<file path="src/rtl/hpt_pkg.sv">
// hpt_pkg: shared types and codes for the harq process table
// holds the command and process-state codes, the table entry layout and the sequencer states
// no dependencies
package hpt_pkg;

  typedef enum logic [1:0] {
    CMD_START = 2'd0,
    CMD_ACK   = 2'd1,
    CMD_NACK  = 2'd2,
    CMD_RETX  = 2'd3
  } cmd_t;

  typedef enum logic [1:0] {
    PS_IDLE = 2'd0,
    PS_WAIT = 2'd1,
    PS_NACK = 2'd2
  } proc_st_t;

  typedef struct packed {
    proc_st_t   st;
    logic [3:0] cnt;
  } entry_t;

  localparam entry_t ENTRY_RESET = '{st: PS_IDLE, cnt: 4'd0};

  localparam logic [3:0] MAX_RETX_RESET = 4'd4;

  typedef enum logic [2:0] {
    SQ_IDLE,
    SQ_READ,
    SQ_UPD,
    SQ_SCAN,
    SQ_TAIL,
    SQ_DONE
  } seq_st_t;

endpackage

</file>
<file path="src/rtl/hpt_entry_ram.sv">
// hpt_entry_ram: process entry store, one write and one registered read per cycle
// per-entry valid flags make unwritten entries read as idle with zero count
// depends on hpt_pkg
module hpt_entry_ram
  import hpt_pkg::*;
#(
  parameter int DEPTH = 16,
  parameter int AW    = 4
) (
  input  logic          clk,
  input  logic          rst_n,
  input  logic          wr_en,
  input  logic [AW-1:0] wr_addr,
  input  entry_t        wr_data,
  input  logic [AW-1:0] rd_addr,
  output entry_t        rd_data
);

  entry_t             mem [DEPTH];
  logic   [DEPTH-1:0] vld_r;
  entry_t             rd_data_r;

  always_ff @(posedge clk) begin
    if (!rst_n) begin
      vld_r <= '0;
    end else if (wr_en) begin
      vld_r[wr_addr] <= 1'b1;
    end
  end

  always_ff @(posedge clk) begin
    if (wr_en) begin
      mem[wr_addr] <= wr_data;
    end
  end

  // a read in a write cycle returns the old entry; the caller never uses it
  always_ff @(posedge clk) begin
    if (vld_r[rd_addr]) begin
      rd_data_r <= mem[rd_addr];
    end else begin
      rd_data_r <= ENTRY_RESET;
    end
  end

  assign rd_data = rd_data_r;

endmodule

</file>
<file path="src/rtl/harq_process_table.sv">
// harq_process_table: top level of the harq stop-and-wait process table
// sequencer, entry update and summary scan around one entry store
// depends on hpt_pkg and hpt_entry_ram
//
// Each request names a command and a process. The block reads the process entry,
// applies the command, writes it back, then walks the whole table one entry per
// cycle through the single read port to find the lowest idle process and any
// nacked one. A request for an out-of-range process skips the read and update
// and goes straight to the scan. in_ready is low while a request is in work.
// The result sits in an output register, so the next request is taken while it
// waits; a further result holds until the previous one is taken. max_retx is
// written through cfg_wr_en/cfg_wr_data; the user must do so only while no
// request is in work, which the block does not enforce. It resets to 4. The
// table reads as all idle with zero counts after reset.
module harq_process_table
  import hpt_pkg::*;
#(
  parameter int NUM_PROCS = 16
) (
  input  logic       clk,
  input  logic       rst_n,
  input  logic       cfg_wr_en,
  input  logic [3:0] cfg_wr_data,
  input  logic       in_valid,
  output logic       in_ready,
  input  logic [1:0] in_cmd,
  input  logic [7:0] in_pid,
  output logic       out_valid,
  input  logic       out_ready,
  output logic       out_accepted,
  output logic       out_flushed,
  output logic [1:0] out_proc_state,
  output logic [3:0] out_retx_count,
  output logic       out_idle_found,
  output logic [3:0] out_idle_pid,
  output logic       out_any_nacked
);

  localparam int IW = (NUM_PROCS > 1) ? $clog2(NUM_PROCS) : 1;
  localparam int CW = $clog2(NUM_PROCS + 1);
  localparam logic [CW-1:0] LAST_IDX = CW'(NUM_PROCS - 1);
  localparam logic [8:0]    PID_LIM  = 9'(NUM_PROCS);

  seq_st_t        sq_r, sq_nxt;
  logic [3:0]     max_retx_r;
  cmd_t           cmd_r;
  logic [7:0]     pid_r;
  logic [CW-1:0]  scan_idx_r, scan_idx_nxt;
  logic [IW-1:0]  tag_r, tag_nxt;
  logic           have_r, have_nxt;

  logic           acc_r, acc_nxt;
  logic           fl_r, fl_nxt;
  proc_st_t       st_r, st_nxt;
  logic [3:0]     cnt_r, cnt_nxt;
  logic           found_r, found_nxt;
  logic [3:0]     ipid_r, ipid_nxt;
  logic           nacked_r, nacked_nxt;

  logic           out_valid_r, out_valid_nxt;
  logic           o_acc_r, o_fl_r, o_found_r, o_nacked_r;
  proc_st_t       o_st_r;
  logic [3:0]     o_cnt_r, o_ipid_r;
  logic           load_out;

  logic           ram_we;
  logic [IW-1:0]  ram_rd_addr;
  entry_t         ram_rd_data;
  entry_t         upd_entry;
  logic           upd_acc, upd_fl;
  logic [4:0]     inc;

  hpt_entry_ram #(
    .DEPTH (NUM_PROCS),
    .AW    (IW)
  ) u_ram (
    .clk     (clk),
    .rst_n   (rst_n),
    .wr_en   (ram_we),
    .wr_addr (pid_r[IW-1:0]),
    .wr_data (upd_entry),
    .rd_addr (ram_rd_addr),
    .rd_data (ram_rd_data)
  );

  // command applied to the entry read back for the addressed process
  always_comb begin
    upd_entry = ram_rd_data;
    upd_acc   = 1'b0;
    upd_fl    = 1'b0;
    inc       = {1'b0, ram_rd_data.cnt} + 5'd1;
    unique case (cmd_r)
      CMD_START: begin
        if (ram_rd_data.st == PS_IDLE) begin
          upd_entry.st  = PS_WAIT;
          upd_entry.cnt = 4'd0;
          upd_acc       = 1'b1;
        end
      end
      CMD_ACK: begin
        upd_entry = ENTRY_RESET;
      end
      CMD_NACK: begin
        if (ram_rd_data.st == PS_WAIT) begin
          upd_entry.st = PS_NACK;
        end
      end
      CMD_RETX: begin
        if (ram_rd_data.st == PS_NACK) begin
          if (inc > {1'b0, max_retx_r}) begin
            upd_entry = ENTRY_RESET;
            upd_fl    = 1'b1;
          end else begin
            upd_entry.st  = PS_WAIT;
            upd_entry.cnt = inc[3:0];
            upd_acc       = 1'b1;
          end
        end
      end
      default: begin
        upd_entry = ram_rd_data;
      end
    endcase
  end

  always_comb begin
    sq_nxt        = sq_r;
    scan_idx_nxt  = scan_idx_r;
    tag_nxt       = tag_r;
    have_nxt      = have_r;
    acc_nxt       = acc_r;
    fl_nxt        = fl_r;
    st_nxt        = st_r;
    cnt_nxt       = cnt_r;
    found_nxt     = found_r;
    ipid_nxt      = ipid_r;
    nacked_nxt    = nacked_r;
    out_valid_nxt = out_valid_r;
    ram_we        = 1'b0;
    ram_rd_addr   = pid_r[IW-1:0];
    load_out      = 1'b0;
    in_ready      = 1'b0;

    if (out_valid_r && out_ready) begin
      out_valid_nxt = 1'b0;
    end

    // summary from the entry read in the previous scan cycle
    if ((sq_r == SQ_SCAN && have_r) || sq_r == SQ_TAIL) begin
      if (!found_r && ram_rd_data.st == PS_IDLE) begin
        found_nxt = 1'b1;
        ipid_nxt  = 4'(tag_r);
      end
      if (ram_rd_data.st == PS_NACK) begin
        nacked_nxt = 1'b1;
      end
    end

    unique case (sq_r)
      SQ_IDLE: begin
        // no request is taken while reset is held
        in_ready     = rst_n;
        acc_nxt      = 1'b0;
        fl_nxt       = 1'b0;
        st_nxt       = PS_IDLE;
        cnt_nxt      = 4'd0;
        found_nxt    = 1'b0;
        ipid_nxt     = 4'd0;
        nacked_nxt   = 1'b0;
        scan_idx_nxt = '0;
        have_nxt     = 1'b0;
        if (in_valid) begin
          if ({1'b0, in_pid} < PID_LIM) begin
            sq_nxt = SQ_READ;
          end else begin
            sq_nxt = SQ_SCAN;
          end
        end
      end
      SQ_READ: begin
        sq_nxt = SQ_UPD;
      end
      SQ_UPD: begin
        ram_we  = 1'b1;
        acc_nxt = upd_acc;
        fl_nxt  = upd_fl;
        st_nxt  = upd_entry.st;
        cnt_nxt = upd_entry.cnt;
        sq_nxt  = SQ_SCAN;
      end
      SQ_SCAN: begin
        ram_rd_addr  = scan_idx_r[IW-1:0];
        tag_nxt      = scan_idx_r[IW-1:0];
        have_nxt     = 1'b1;
        scan_idx_nxt = scan_idx_r + CW'(1);
        if (scan_idx_r == LAST_IDX) begin
          sq_nxt = SQ_TAIL;
        end
      end
      SQ_TAIL: begin
        sq_nxt = SQ_DONE;
      end
      SQ_DONE: begin
        if (!out_valid_r || out_ready) begin
          load_out      = 1'b1;
          out_valid_nxt = 1'b1;
          sq_nxt        = SQ_IDLE;
        end
      end
      default: begin
        sq_nxt = SQ_IDLE;
      end
    endcase
  end

  always_ff @(posedge clk) begin
    if (!rst_n) begin
      sq_r        <= SQ_IDLE;
      out_valid_r <= 1'b0;
      max_retx_r  <= MAX_RETX_RESET;
    end else begin
      sq_r        <= sq_nxt;
      out_valid_r <= out_valid_nxt;
      if (cfg_wr_en) begin
        max_retx_r <= cfg_wr_data;
      end
    end
  end

  always_ff @(posedge clk) begin
    if (sq_r == SQ_IDLE && in_valid) begin
      cmd_r <= cmd_t'(in_cmd);
      pid_r <= in_pid;
    end
    scan_idx_r <= scan_idx_nxt;
    tag_r      <= tag_nxt;
    have_r     <= have_nxt;
    acc_r      <= acc_nxt;
    fl_r       <= fl_nxt;
    st_r       <= st_nxt;
    cnt_r      <= cnt_nxt;
    found_r    <= found_nxt;
    ipid_r     <= ipid_nxt;
    nacked_r   <= nacked_nxt;
    if (load_out) begin
      o_acc_r    <= acc_r;
      o_fl_r     <= fl_r;
      o_st_r     <= st_r;
      o_cnt_r    <= cnt_r;
      o_found_r  <= found_r;
      o_ipid_r   <= ipid_r;
      o_nacked_r <= nacked_r;
    end
  end

  assign out_valid      = out_valid_r;
  assign out_accepted   = o_acc_r;
  assign out_flushed    = o_fl_r;
  assign out_proc_state = o_st_r;
  assign out_retx_count = o_cnt_r;
  assign out_idle_found = o_found_r;
  assign out_idle_pid   = o_ipid_r;
  assign out_any_nacked = o_nacked_r;

endmodule
</file>
<file path="config.mk">
export PLATFORM = sky130hd
export DESIGN_NAME = harq_process_table
export DESIGN_NICKNAME = d
export VERILOG_FILES = /design/src/rtl/hpt_pkg.sv /design/src/rtl/hpt_entry_ram.sv /design/src/rtl/harq_process_table.sv
export SDC_FILE = /design/constraint.sdc
export NUM_CORES = 1
export LEC_CHECK = 0
export ABC_AREA = 1
export BUFFER_PORTS_ARGS = -buffer_cell sky130_fd_sc_hd__buf_4
export CAP_MARGIN = 20
export CELL_PAD_IN_SITES_DETAIL_PLACEMENT = 1
export CELL_PAD_IN_SITES_GLOBAL_PLACEMENT = 1
export CORE_ASPECT_RATIO = 1.4
export CORE_MARGIN = 5
export CORE_UTILIZATION = 25
export CTS_CLUSTER_DIAMETER = 200
export DETAILED_ROUTE_END_ITERATION = 12
export PLACE_DENSITY_LB_ADDON = 0.1
export REMOVE_ABC_BUFFERS = 1
export SLEW_MARGIN = 10
export SYNTH_ARGS = -nofsm -noshare
export SYNTH_HDL_FRONTEND = slang
export SYNTH_SLANG_ARGS = --single-unit
</file>
<file path="constraint.sdc">
create_clock -name clk -period 3.6 [get_ports clk]
set_clock_uncertainty 0.15 [all_clocks]
set_input_delay 0.54 -clock clk [delete_from_list [all_inputs] [get_ports clk]]
set_output_delay 0.54 -clock clk [all_outputs]
set_load 0.01 [all_outputs]
</file>
==> results.toml, run 1 <==
[setup_path]
crit_arrival_ps = 2890
required_ps = 3620
worstReg2RegStart = "u_ram.rd_data[0]$_SDFF_PN0_"
path_max_fanout = 16
r2r_cells = 12
start_kind = "flop"
end_kind = "flop"
r2r-end = "u_ram.mem[5][1]$_DFFE_PP_"
r2r_setup_slack_ps = 730
endpoint = "u_ram.mem[5][1]$_DFFE_PP_"
critPathKind = "reg -> reg"
worstSetupStartpoint = "u_ram.rd_data[0]$_SDFF_PN0_"

[clock_network]
clock_latency_ps = 450
postCtsSetupBuffers = 0
root_buffer = "clkbuf_16"
htree_levels = 4
holdBufCountCts = 0
clkTransAtPathRegs_ps = 70
cts_sinks = 170
cts_tree = "yes"
ctsResizeCount = 0
cts_max_path_buffers = 2
cts_buffers = 17

[final_layout]
utilization_pct = 30.0
syn_to_final_growth_pct = 19.2
nNetsFinal = 863
antenna_cells = 0
drive_gt1_share_pct = 12.4

[logic_synthesis]
yosys_warnings = 0
ys_types = 35
yosysSeqAreaShare_pct = 63.3
synthCells = 769
syn-cell-area_um2 = 7500
ys_seq_elements = 170
avgSynthCellArea_um2 = 9.75

[power]
swShare_pct = 35.6
internal-power_w = 0.00420
seq_power_share_pct = 40.5
pwr-share-comb_pct = 31.0
power.density_nw_per_um2 = 730
pwr-share-clk_pct = 28.5
leakage_nw = 3.80
p_sw_w = 0.00233
ir_drop_v = 0.000264

[timing]
period_needed_ps = 2870
worst_slew_pin_slew_ps = 918
fmax_mhz = 348
period_share_pct = 79.7
hold_viol = 0
maxSlewHeadroom_pct = 38.6
finalSetupViolCount = 0
fin_setup_tns_ps = 0
drv_slew = 0
rsz0062_at_grt = "no"

[detailed_routing]
routed_wl_um = 21600
drc = 0
vias = 5332
postRouteAntennaNets = 0
drtIter0Drc = 182
routedWlPerCell_um = 17.5
first_pass_iters = 4
viasPerCell = 4.33

[floorplanning]
die_area_um2 = 33600
row_count = 75
die_w_um = 156
die_h_um = 215
start_util_pct = 25.1
ios = 35
coreArea_um2 = 29800

[grt]
grt_max_degree = 37
grt.busiest_layer = "met2"
use_met2_pct = 25.2
use_met1_pct = 14.4
antenna_found_initial = 0
grt_usage_pct = 13.3
grt.overflow.total = 0
grt_use_met3_pct = 2.78
grt_pass1_vias = 5583
grt_pass1_wl_um = 33000

[status]
outcome = "finished clean"

[placement]
place_congestion = 0.791
place_hpwl_um = 15200
port-buffer-count = 34

[run]
max-cap-violations = 0

[min_path]
hold_path.class = "in -> reg"
state kept, by name (all words and copies together) (netlist names), 2 cells and up:
name and flops:
sq_r 3, u_ram.mem 96, pid_r 4, u_ram.rd_data 6, st_r 2, out_proc_state 2
out_retx_count 4, cmd_r 2, tag_r 4, u_ram.vld_r 16, scan_idx_r 5, out_idle_pid 4
ipid_r 4, max_retx_r 4, cnt_r 4
placed cells by master (no fill, tap or decap), types with 2 or more instances in the layout:
cell	instances
nor4_1	2
clkinvlp_4	2
clkbuf_16	17
o21ai_2	2
clkbuf_1	3
o21ai_0	9
dfxtp_1	36
xor2_1	2
nor2_1	86
a21oi_1	13
clkinv_2	2
nand4_1	3
a211oi_1	2
nand2_1	146
inv_1	148
nand3b_1	13
clkinv_1	3
nand3_1	121
edfxtp_1	134
nand2_2	2
buf_4	67
clkinv_4	2
nor3_1	3
bufinv_16	3
ha_1	10
cell type report:
class,instances,area (um^2)
fill,3416,20900
sequential,170,4740
multi-input combinational,427,2040
inverter,150,563
timing repair buffer,68,523
tap,385,482
clock buffer,20,437
clock inverter,12,149
cells by family (layout without fill, tap and decap cells):
| logic type | after synthesis | count (layout) | share of synthesized area [%] |
|---|---|---|---|
| DFF | 170 | 170 | 63.3 |
| AOI/OAI and AO/OA | 32 | 32 | 2.60 |
| adders and majority gates | 10 | 10 | 1.67 |
| buffers and inverters | 172 | 250 | 9.59 |
| xor gates and xnor gates | 3 | 3 | 0.350 |
| and+or+nand+nor | 382 | 382 | 22.5 |
cell usage after synthesis, drive strengths merged:
master  number  share of area, %
edfxtp     134                54
a21oi       13              0.87
clkinv       1             0.050
clkbuf       5              0.25
nand3b      13               1.3
a31oi        1             0.083
or2          1             0.083
ha          10               1.7
nand3      122               8.3
xnor2        1              0.12
a32oi        1              0.12
inv        149               7.5
nor3         3              0.20
o211ai       1              0.10
nand4        4              0.42
xor2         2              0.23
a311oi       1              0.12
a211oi       2              0.20
buf         17               1.8
dfxtp       36               9.6
o21ai       13               1.1
nor4         3              0.25
nand2      148               7.5
nor2        87               4.4
nor3b        1              0.10
worst max-delay path: stages (launching register included):
cell and delay, ps:
dfxtp_1 440, ha_1 230, xor2_1 220, ha_1 260, nand2_1 60, inv_1 60, nand2_1 60, nand3_1 70
o21ai_1 140, buf_4 150, nand3_1 90, or2_1 260, nand2_1 410
how the worst min path moves through the flow:
stage	start	cells past startpoint	end
after CTS	in_cmd[0]	1	cmd_r[0]$_DFFE_PP_
after detailed placement	st_r[0]$_SDFFCE_PN0P_	0	out_proc_state[0]$_DFFE_PP_
after global placement	st_r[0]$_SDFFCE_PN0P_	0	out_proc_state[0]$_DFFE_PP_
after floorplan	acc_r$_DFFE_PP_	0	out_accepted$_DFFE_PP_
final	in_cmd[0]	1	cmd_r[0]$_DFFE_PP_
after global routing	in_cmd[0]	1	cmd_r[0]$_DFFE_PP_
power by group through the flow:
stage	Sequential (W)	Clock, W	Combinational (W)
floorplan	0.00265	0	0.00119
global placement	0.00268	0	0.00207
detailed placement	0.00269	0	0.00208
CTS	0.00265	0.00193	0.00209
global route	0.00268	0.00199	0.00229
finish	0.00264	0.00186	0.00202
per-stage QoR:
stage,hold slack (ps),instance area (um^2),cells,power (W),setup WS (ps)
finish,126,8940,1232,0.00652,730
global placement,252,8350,1200,0.00475,828
global route,95.0,8940,1232,0.00695,517
floorplan,250,7340,747,0.00384,847
CTS,89.0,8940,1232,0.00667,720
detailed placement,255,8350,1200,0.00477,745
layer usage:
layer	vias to the layer above	routed length (um)
met4	0	389
met5	-	0
met2	58	12000
li1	2626	-
met1	2631	8710
met3	17	534
No activity file was read; power rests on OpenSTA's default activity.
==> run 2, diff against run 1 <==
==> constraint.sdc (replaced) <==
create_clock -name clk -period 2.6 [get_ports clk]
set_clock_uncertainty 0.15 [all_clocks]
set_input_delay 0.39 -clock clk [delete_from_list [all_inputs] [get_ports clk]]
set_output_delay 0.39 -clock clk [all_outputs]
set_load 0.01 [all_outputs]
==> run 2 against run 1 <==
- sequential cell count is the same
- fmax grew 15%
- power grew 41%
- worst hold slack lost 89 ps
- clock power grew 30%
- combinational power grew 54%
- core utilization grew 1.2 points
- routed wire length grew 2.9%
- sequential power grew 39%
- critical path type unchanged
==> results.toml, run 2 (same netlist as run 1, synthesis figures left out) <==
[timing]
drv_slew = 0
finalSetupViolCount = 0
worst_slew_pin_slew_ps = 654
fmax_mhz = 400
period_needed_ps = 2500
period_share_pct = 96.1
finalHoldWorstSlack_ps = 36.9
fin_ws_ps = 102
hold_viol = 0
maxSlewHeadroom_pct = 56.0

[placement]
place_congestion = 0.810
place_hpwl_um = 15400
placed_area_um2 = 8490
pre_cts_ws_ps = -349
port-buffer-count = 34

[setup_path]
critPathKind = "reg -> reg"
path_common_cell = "nand2_1"
path_cells = "ha_4 -> xor2_2 -> ha_1 -> nand2_1 -> inv_2 -> nand3_4 -> nor2_4 -> o21ai_4 -> nand4_1 -> nand2_1 -> nand2_2 -> clkinvlp_4 -> clkbuf_16"
end_kind = "flop"
required_ps = 2650
crit_arrival_ps = 2540
start_kind = "flop"
crit_slowest_cell = "dfxtp_4"
cp_slowest_stage_delay_ps = 360
path_max_fanout = 8

[grt]
grt_max_degree = 44
grt_pass1_wl_um = 33800
grt_pass1_vias = 5755
grt.overflow.total = 0
antenna_found_initial = 0
grt_usage_pct = 13.6

[power]
power.density_nw_per_um2 = 989
leakage_nw = 3.93
ir_drop_v = 0.000341
power_w = 0.00921

[floorplanning]
ios = 35
coreArea_um2 = 29800
die_area_um2 = 33600
start_util_pct = 25.1
row_count = 75
die_w_um = 156
die_h_um = 215

[detailed_routing]
drtIter0Drc = 214
viasPerCell = 4.38
postRouteAntennaNets = 0
drc = 0
first_pass_iters = 4
routed_wl_um = 22200
vias = 5502
routedWlPerCell_um = 17.7

[clock_network]
root_buffer = "clkbuf_16"
htree_levels = 4
cts_tree = "yes"
cts_sinks = 170
clkTransAtPathRegs_ps = 60
cts_max_path_buffers = 2
clock_latency_ps = 440
cts_buffers = 17

[final_layout]
drive_gt1_share_pct = 16.6
largest_reg_flops = 96
final_common_cell = "inv_1"
final_cell_mix = "inv_1, nand2_1, edfxtp_1"
syn_to_final_growth_pct = 24.1
nNetsFinal = 887
fin_area_um2 = 9310
antenna_cells = 0
largest_register = "u_ram.mem"

[min_path]
hold_path.class = "in -> reg"

[run]
max-cap-violations = 0

[status]
outcome = "finished clean"
run 2: worst max-delay path: cells and delay by family (launching register included):
| kind | cells | cell delay (ps) |
|---|---|---|
| buf+inv | 3 | 450 |
| simple gates | 6 | 600 |
| fa+ha+maj | 2 | 460 |
| flops | 1 | 360 |
| xor+xnor | 1 | 150 |
| compound gates | 1 | 100 |
run 2: stage by stage:
stage               cells  TNS (ps)  utilization [%]
floorplan             747      -919                -
global placement     1212     -4520             28.5
detailed placement   1212    -15050             28.5
CTS                  1254         0             30.9
global route         1255      -522             31.2
finish               1255         0             31.2
run 2: what timing repair did:
action                                 in CTS  in global routing
buffers inserted                            4                  1
setup endpoints to repair                  80                 71
resized for setup                          10                 17
gates cloned                                0                  1
pin swaps                                   1                  7
hold buffers                                7                  0
endpoints found under the hold margin       7                  0
run 2: power by group:
part	switching, W	internal [W]	total (W)
logic	0.00206	0.00106	0.00312
clock network	0.00110	0.00131	0.00242
registers	0.000218	0.00345	0.00367
total	0.00338	0.00583	0.00921
run 2: path summary, 6_finish.rpt:
path	startpoint	end	cells past startpoint	slack [ps]
min	cfg_wr_data[2]	max_retx_r[2]$_SDFFE_PN1P_	3	40
min reg2reg	st_r[1]$_SDFFCE_PN0P_	out_proc_state[1]$_DFFE_PP_	0	270
max reg2reg	u_ram.rd_data[0]$_SDFF_PN0_	u_ram.mem[12][2]$_DFFE_PP_	13	100
max	u_ram.rd_data[0]$_SDFF_PN0_	u_ram.mem[12][2]$_DFFE_PP_	13	100
run 2: final cells by class:
type,instances,area [um^2]
tap,385,482
inverter,150,574
sequential,170,4750
clock inverter,14,124
clock buffer,17,425
fill,3398,20500
multi-input combinational,427,2130
timing repair buffer,92,826
run 2: routing by layer:
metal	vias up	wire length (um)	global-route usage (%)	share of wire (%)
met1	2725	8870	14.6	40
met4	0	584	5.04	2.6
met2	79	12200	25.5	55
met5	-	0	0	0
met3	33	571	3.10	2.6
li1	2665	-	-	-
==> run 3, diff against run 2 <==
--- a/config.mk
+++ b/config.mk
@@ -15,7 +15,7 @@
 export CORE_UTILIZATION = 25
 export CTS_CLUSTER_DIAMETER = 200
 export DETAILED_ROUTE_END_ITERATION = 12
-export PLACE_DENSITY_LB_ADDON = 0.1
+export PLACE_DENSITY = 0.45
 export REMOVE_ABC_BUFFERS = 1
 export SLEW_MARGIN = 10
 export SYNTH_ARGS = -nofsm -noshare
==> run 3 against run 2 <==
- design area is essentially flat
- clock power increased by 7%
- critical endpoint is now u_ram.mem[11][4]$_DFFE_PP_
- critical path depth rose by 1
==> results.toml, run 3 (same netlist as run 1, synthesis figures left out) <==
[placement]
place_congestion = 0.797
placed_area_um2 = 8510
place_hpwl_um = 15100
port-buffer-count = 34
pre_cts_ws_ps = -333

[setup_path]
path_depth = 14
r2r_cells = 14
r2r_setup_slack_ps = 100
r2r-end = "u_ram.mem[11][4]$_DFFE_PP_"
critPathKind = "reg -> reg"
worstReg2RegStart = "u_ram.rd_data[0]$_SDFF_PN0_"
cp_slowest_stage_delay_ps = 390
path_max_fanout = 16
critPathTopFamily = "simple AND/OR/NAND/NOR gates"
endpoint = "u_ram.mem[11][4]$_DFFE_PP_"
crit_arrival_ps = 2550
worstSetupStartpoint = "u_ram.rd_data[0]$_SDFF_PN0_"
end_kind = "flop"
path_cells = "nand3_4 -> xnor2_2 -> ha_1 -> nand2_1 -> inv_2 -> nand3_1 -> nor2_2 -> o21ai_2 -> buf_4 -> o21ai_2 -> nand2_1 -> nand2_2 -> clkinvlp_4 -> buf_12"
required_ps = 2640
path_buf_inv = 4
crit_slowest_cell = "dfxtp_4"
start_kind = "flop"

[power]
p_sw_w = 0.00335
ir_drop_v = 0.000401
power.density_nw_per_um2 = 998
internal-power_w = 0.00593
pwr-share-comb_pct = 32.4
swShare_pct = 36.1
pwr-share-clk_pct = 28.0
seq_power_share_pct = 39.6
leakage_nw = 3.94

[final_layout]
multiInputGateArea_um2 = 2110
drive_gt1_share_pct = 16.0
largest_register = "u_ram.mem"
largest_reg_flops = 96
final_cell_mix = "inv_1, nand2_1, edfxtp_1"
fillers = 3391
seqCellArea_um2 = 4750
antenna_cells = 0
nNetsFinal = 886
fin_area_um2 = 9300
syn_to_final_growth_pct = 24.0

[grt]
grt_usage_pct = 13.3
grt_pass1_wl_um = 33700
antenna_found_initial = 0
grt_max_degree = 37
grt_pass1_vias = 5944
grt.overflow.total = 0

[clock_network]
htree_levels = 4
clock_latency_ps = 440
cts_tree = "yes"
cts_buffers = 17
root_buffer = "clkbuf_16"
cts_max_path_buffers = 2
clkTransAtPathRegs_ps = 70
cts_sinks = 170

[floorplanning]
ios = 35
die_w_um = 156
coreArea_um2 = 29800
start_util_pct = 25.1
die_area_um2 = 33600
die_h_um = 215
row_count = 75

[timing]
hold_viol = 0
worst_slew_pin_slew_ps = 660
fmax_mhz = 400
period_share_pct = 96.2
maxSlewHeadroom_pct = 55.6
period_needed_ps = 2500
fin_ws_ps = 98.3
drv_slew = 0
finalSetupViolCount = 0

[status]
outcome = "finished clean"

[min_path]
hold_path.class = "in -> reg"
min-delay-start = "cfg_wr_en"

[detailed_routing]
drc = 0
routedWlPerCell_um = 17.2
viasPerCell = 4.36
drtIter0Drc = 257
postRouteAntennaNets = 0
routed_wl_um = 21500
first_pass_iters = 4
vias = 5468

[run]
max-cap-violations = 0
==> run 3: cell types whose count changed in the layout (fill, tap and decap cells not counted), sizes merged <==
cell and change:
inv +5, clkinv -4, clkinvlp -2, bufinv +1
==> run 3: power by group through the flow <==
stage	logic [W]	clock network (W)	registers, W
finish	0.00301	0.00259	0.00367
global route	0.00341	0.00278	0.00371
CTS	0.00306	0.00269	0.00367
detailed placement	0.00298	0	0.00373
global placement	0.00295	0	0.00372
floorplan	0.00165	0	0.00367
==> run 3: worst min-delay path by stage <==
stage                                        to  depth (start not counted)
finish               max_retx_r[2]$_SDFFE_PN1P_                          2
global route         max_retx_r[0]$_SDFFE_PN0P_                          3
CTS                  max_retx_r[2]$_SDFFE_PN1P_                          2
detailed placement  out_retx_count[2]$_DFFE_PP_                          0
global placement    out_proc_state[0]$_DFFE_PP_                          0
floorplan                out_accepted$_DFFE_PP_                          0
==> run 3: area by class of cell <==
| class | instances | area share, % |
|---|---|---|
| Tap cell | 385 | 5.18 |
| Clock inverter | 14 | 1.75 |
| Sequential cell | 170 | 51.1 |
| Timing Repair Buffer | 91 | 8.61 |
| Inverter | 150 | 6.13 |
| Multi-Input combinational cell | 427 | 22.6 |
| Clock buffer | 18 | 4.61 |
==> run 3: timing repair <==
action / in CTS / in global routing
gates resized for setup: 6 / 14
hold buffers: 7 / 0
endpoints found under the setup margin: 48 / 66
endpoints found under the hold margin: 7 / 0
setup buffers: 2 / 2
pin swaps: 0 / 6
==> run 3: stage by stage <==
stage / hold slack (ps) / util [%] / instances / power (W) / setup TNS [ps]
2_1_floorplan: 250 / - / 747 / 0.00532 / -919
3_5_place_dp: 256 / 28.5 / 1212 / 0.00671 / -10340
6_report: 27.7 / 31.2 / 1255 / 0.00928 / 0
5_1_grt: 28.6 / 31.2 / 1255 / 0.00991 / -999
3_3_place_gp: 253 / 28.5 / 1212 / 0.00667 / -4260
4_1_cts: 0.723 / 30.9 / 1253 / 0.00941 / 0
==> run 3: routing by layer <==
metal	up-vias	wire, um	GRT usage [%]
met1	2693	8450	14.5
met4	0	693	6.08
met2	73	11900	24.8
met5	-	0	0
met3	35	473	2.27
li1	2667	-	-
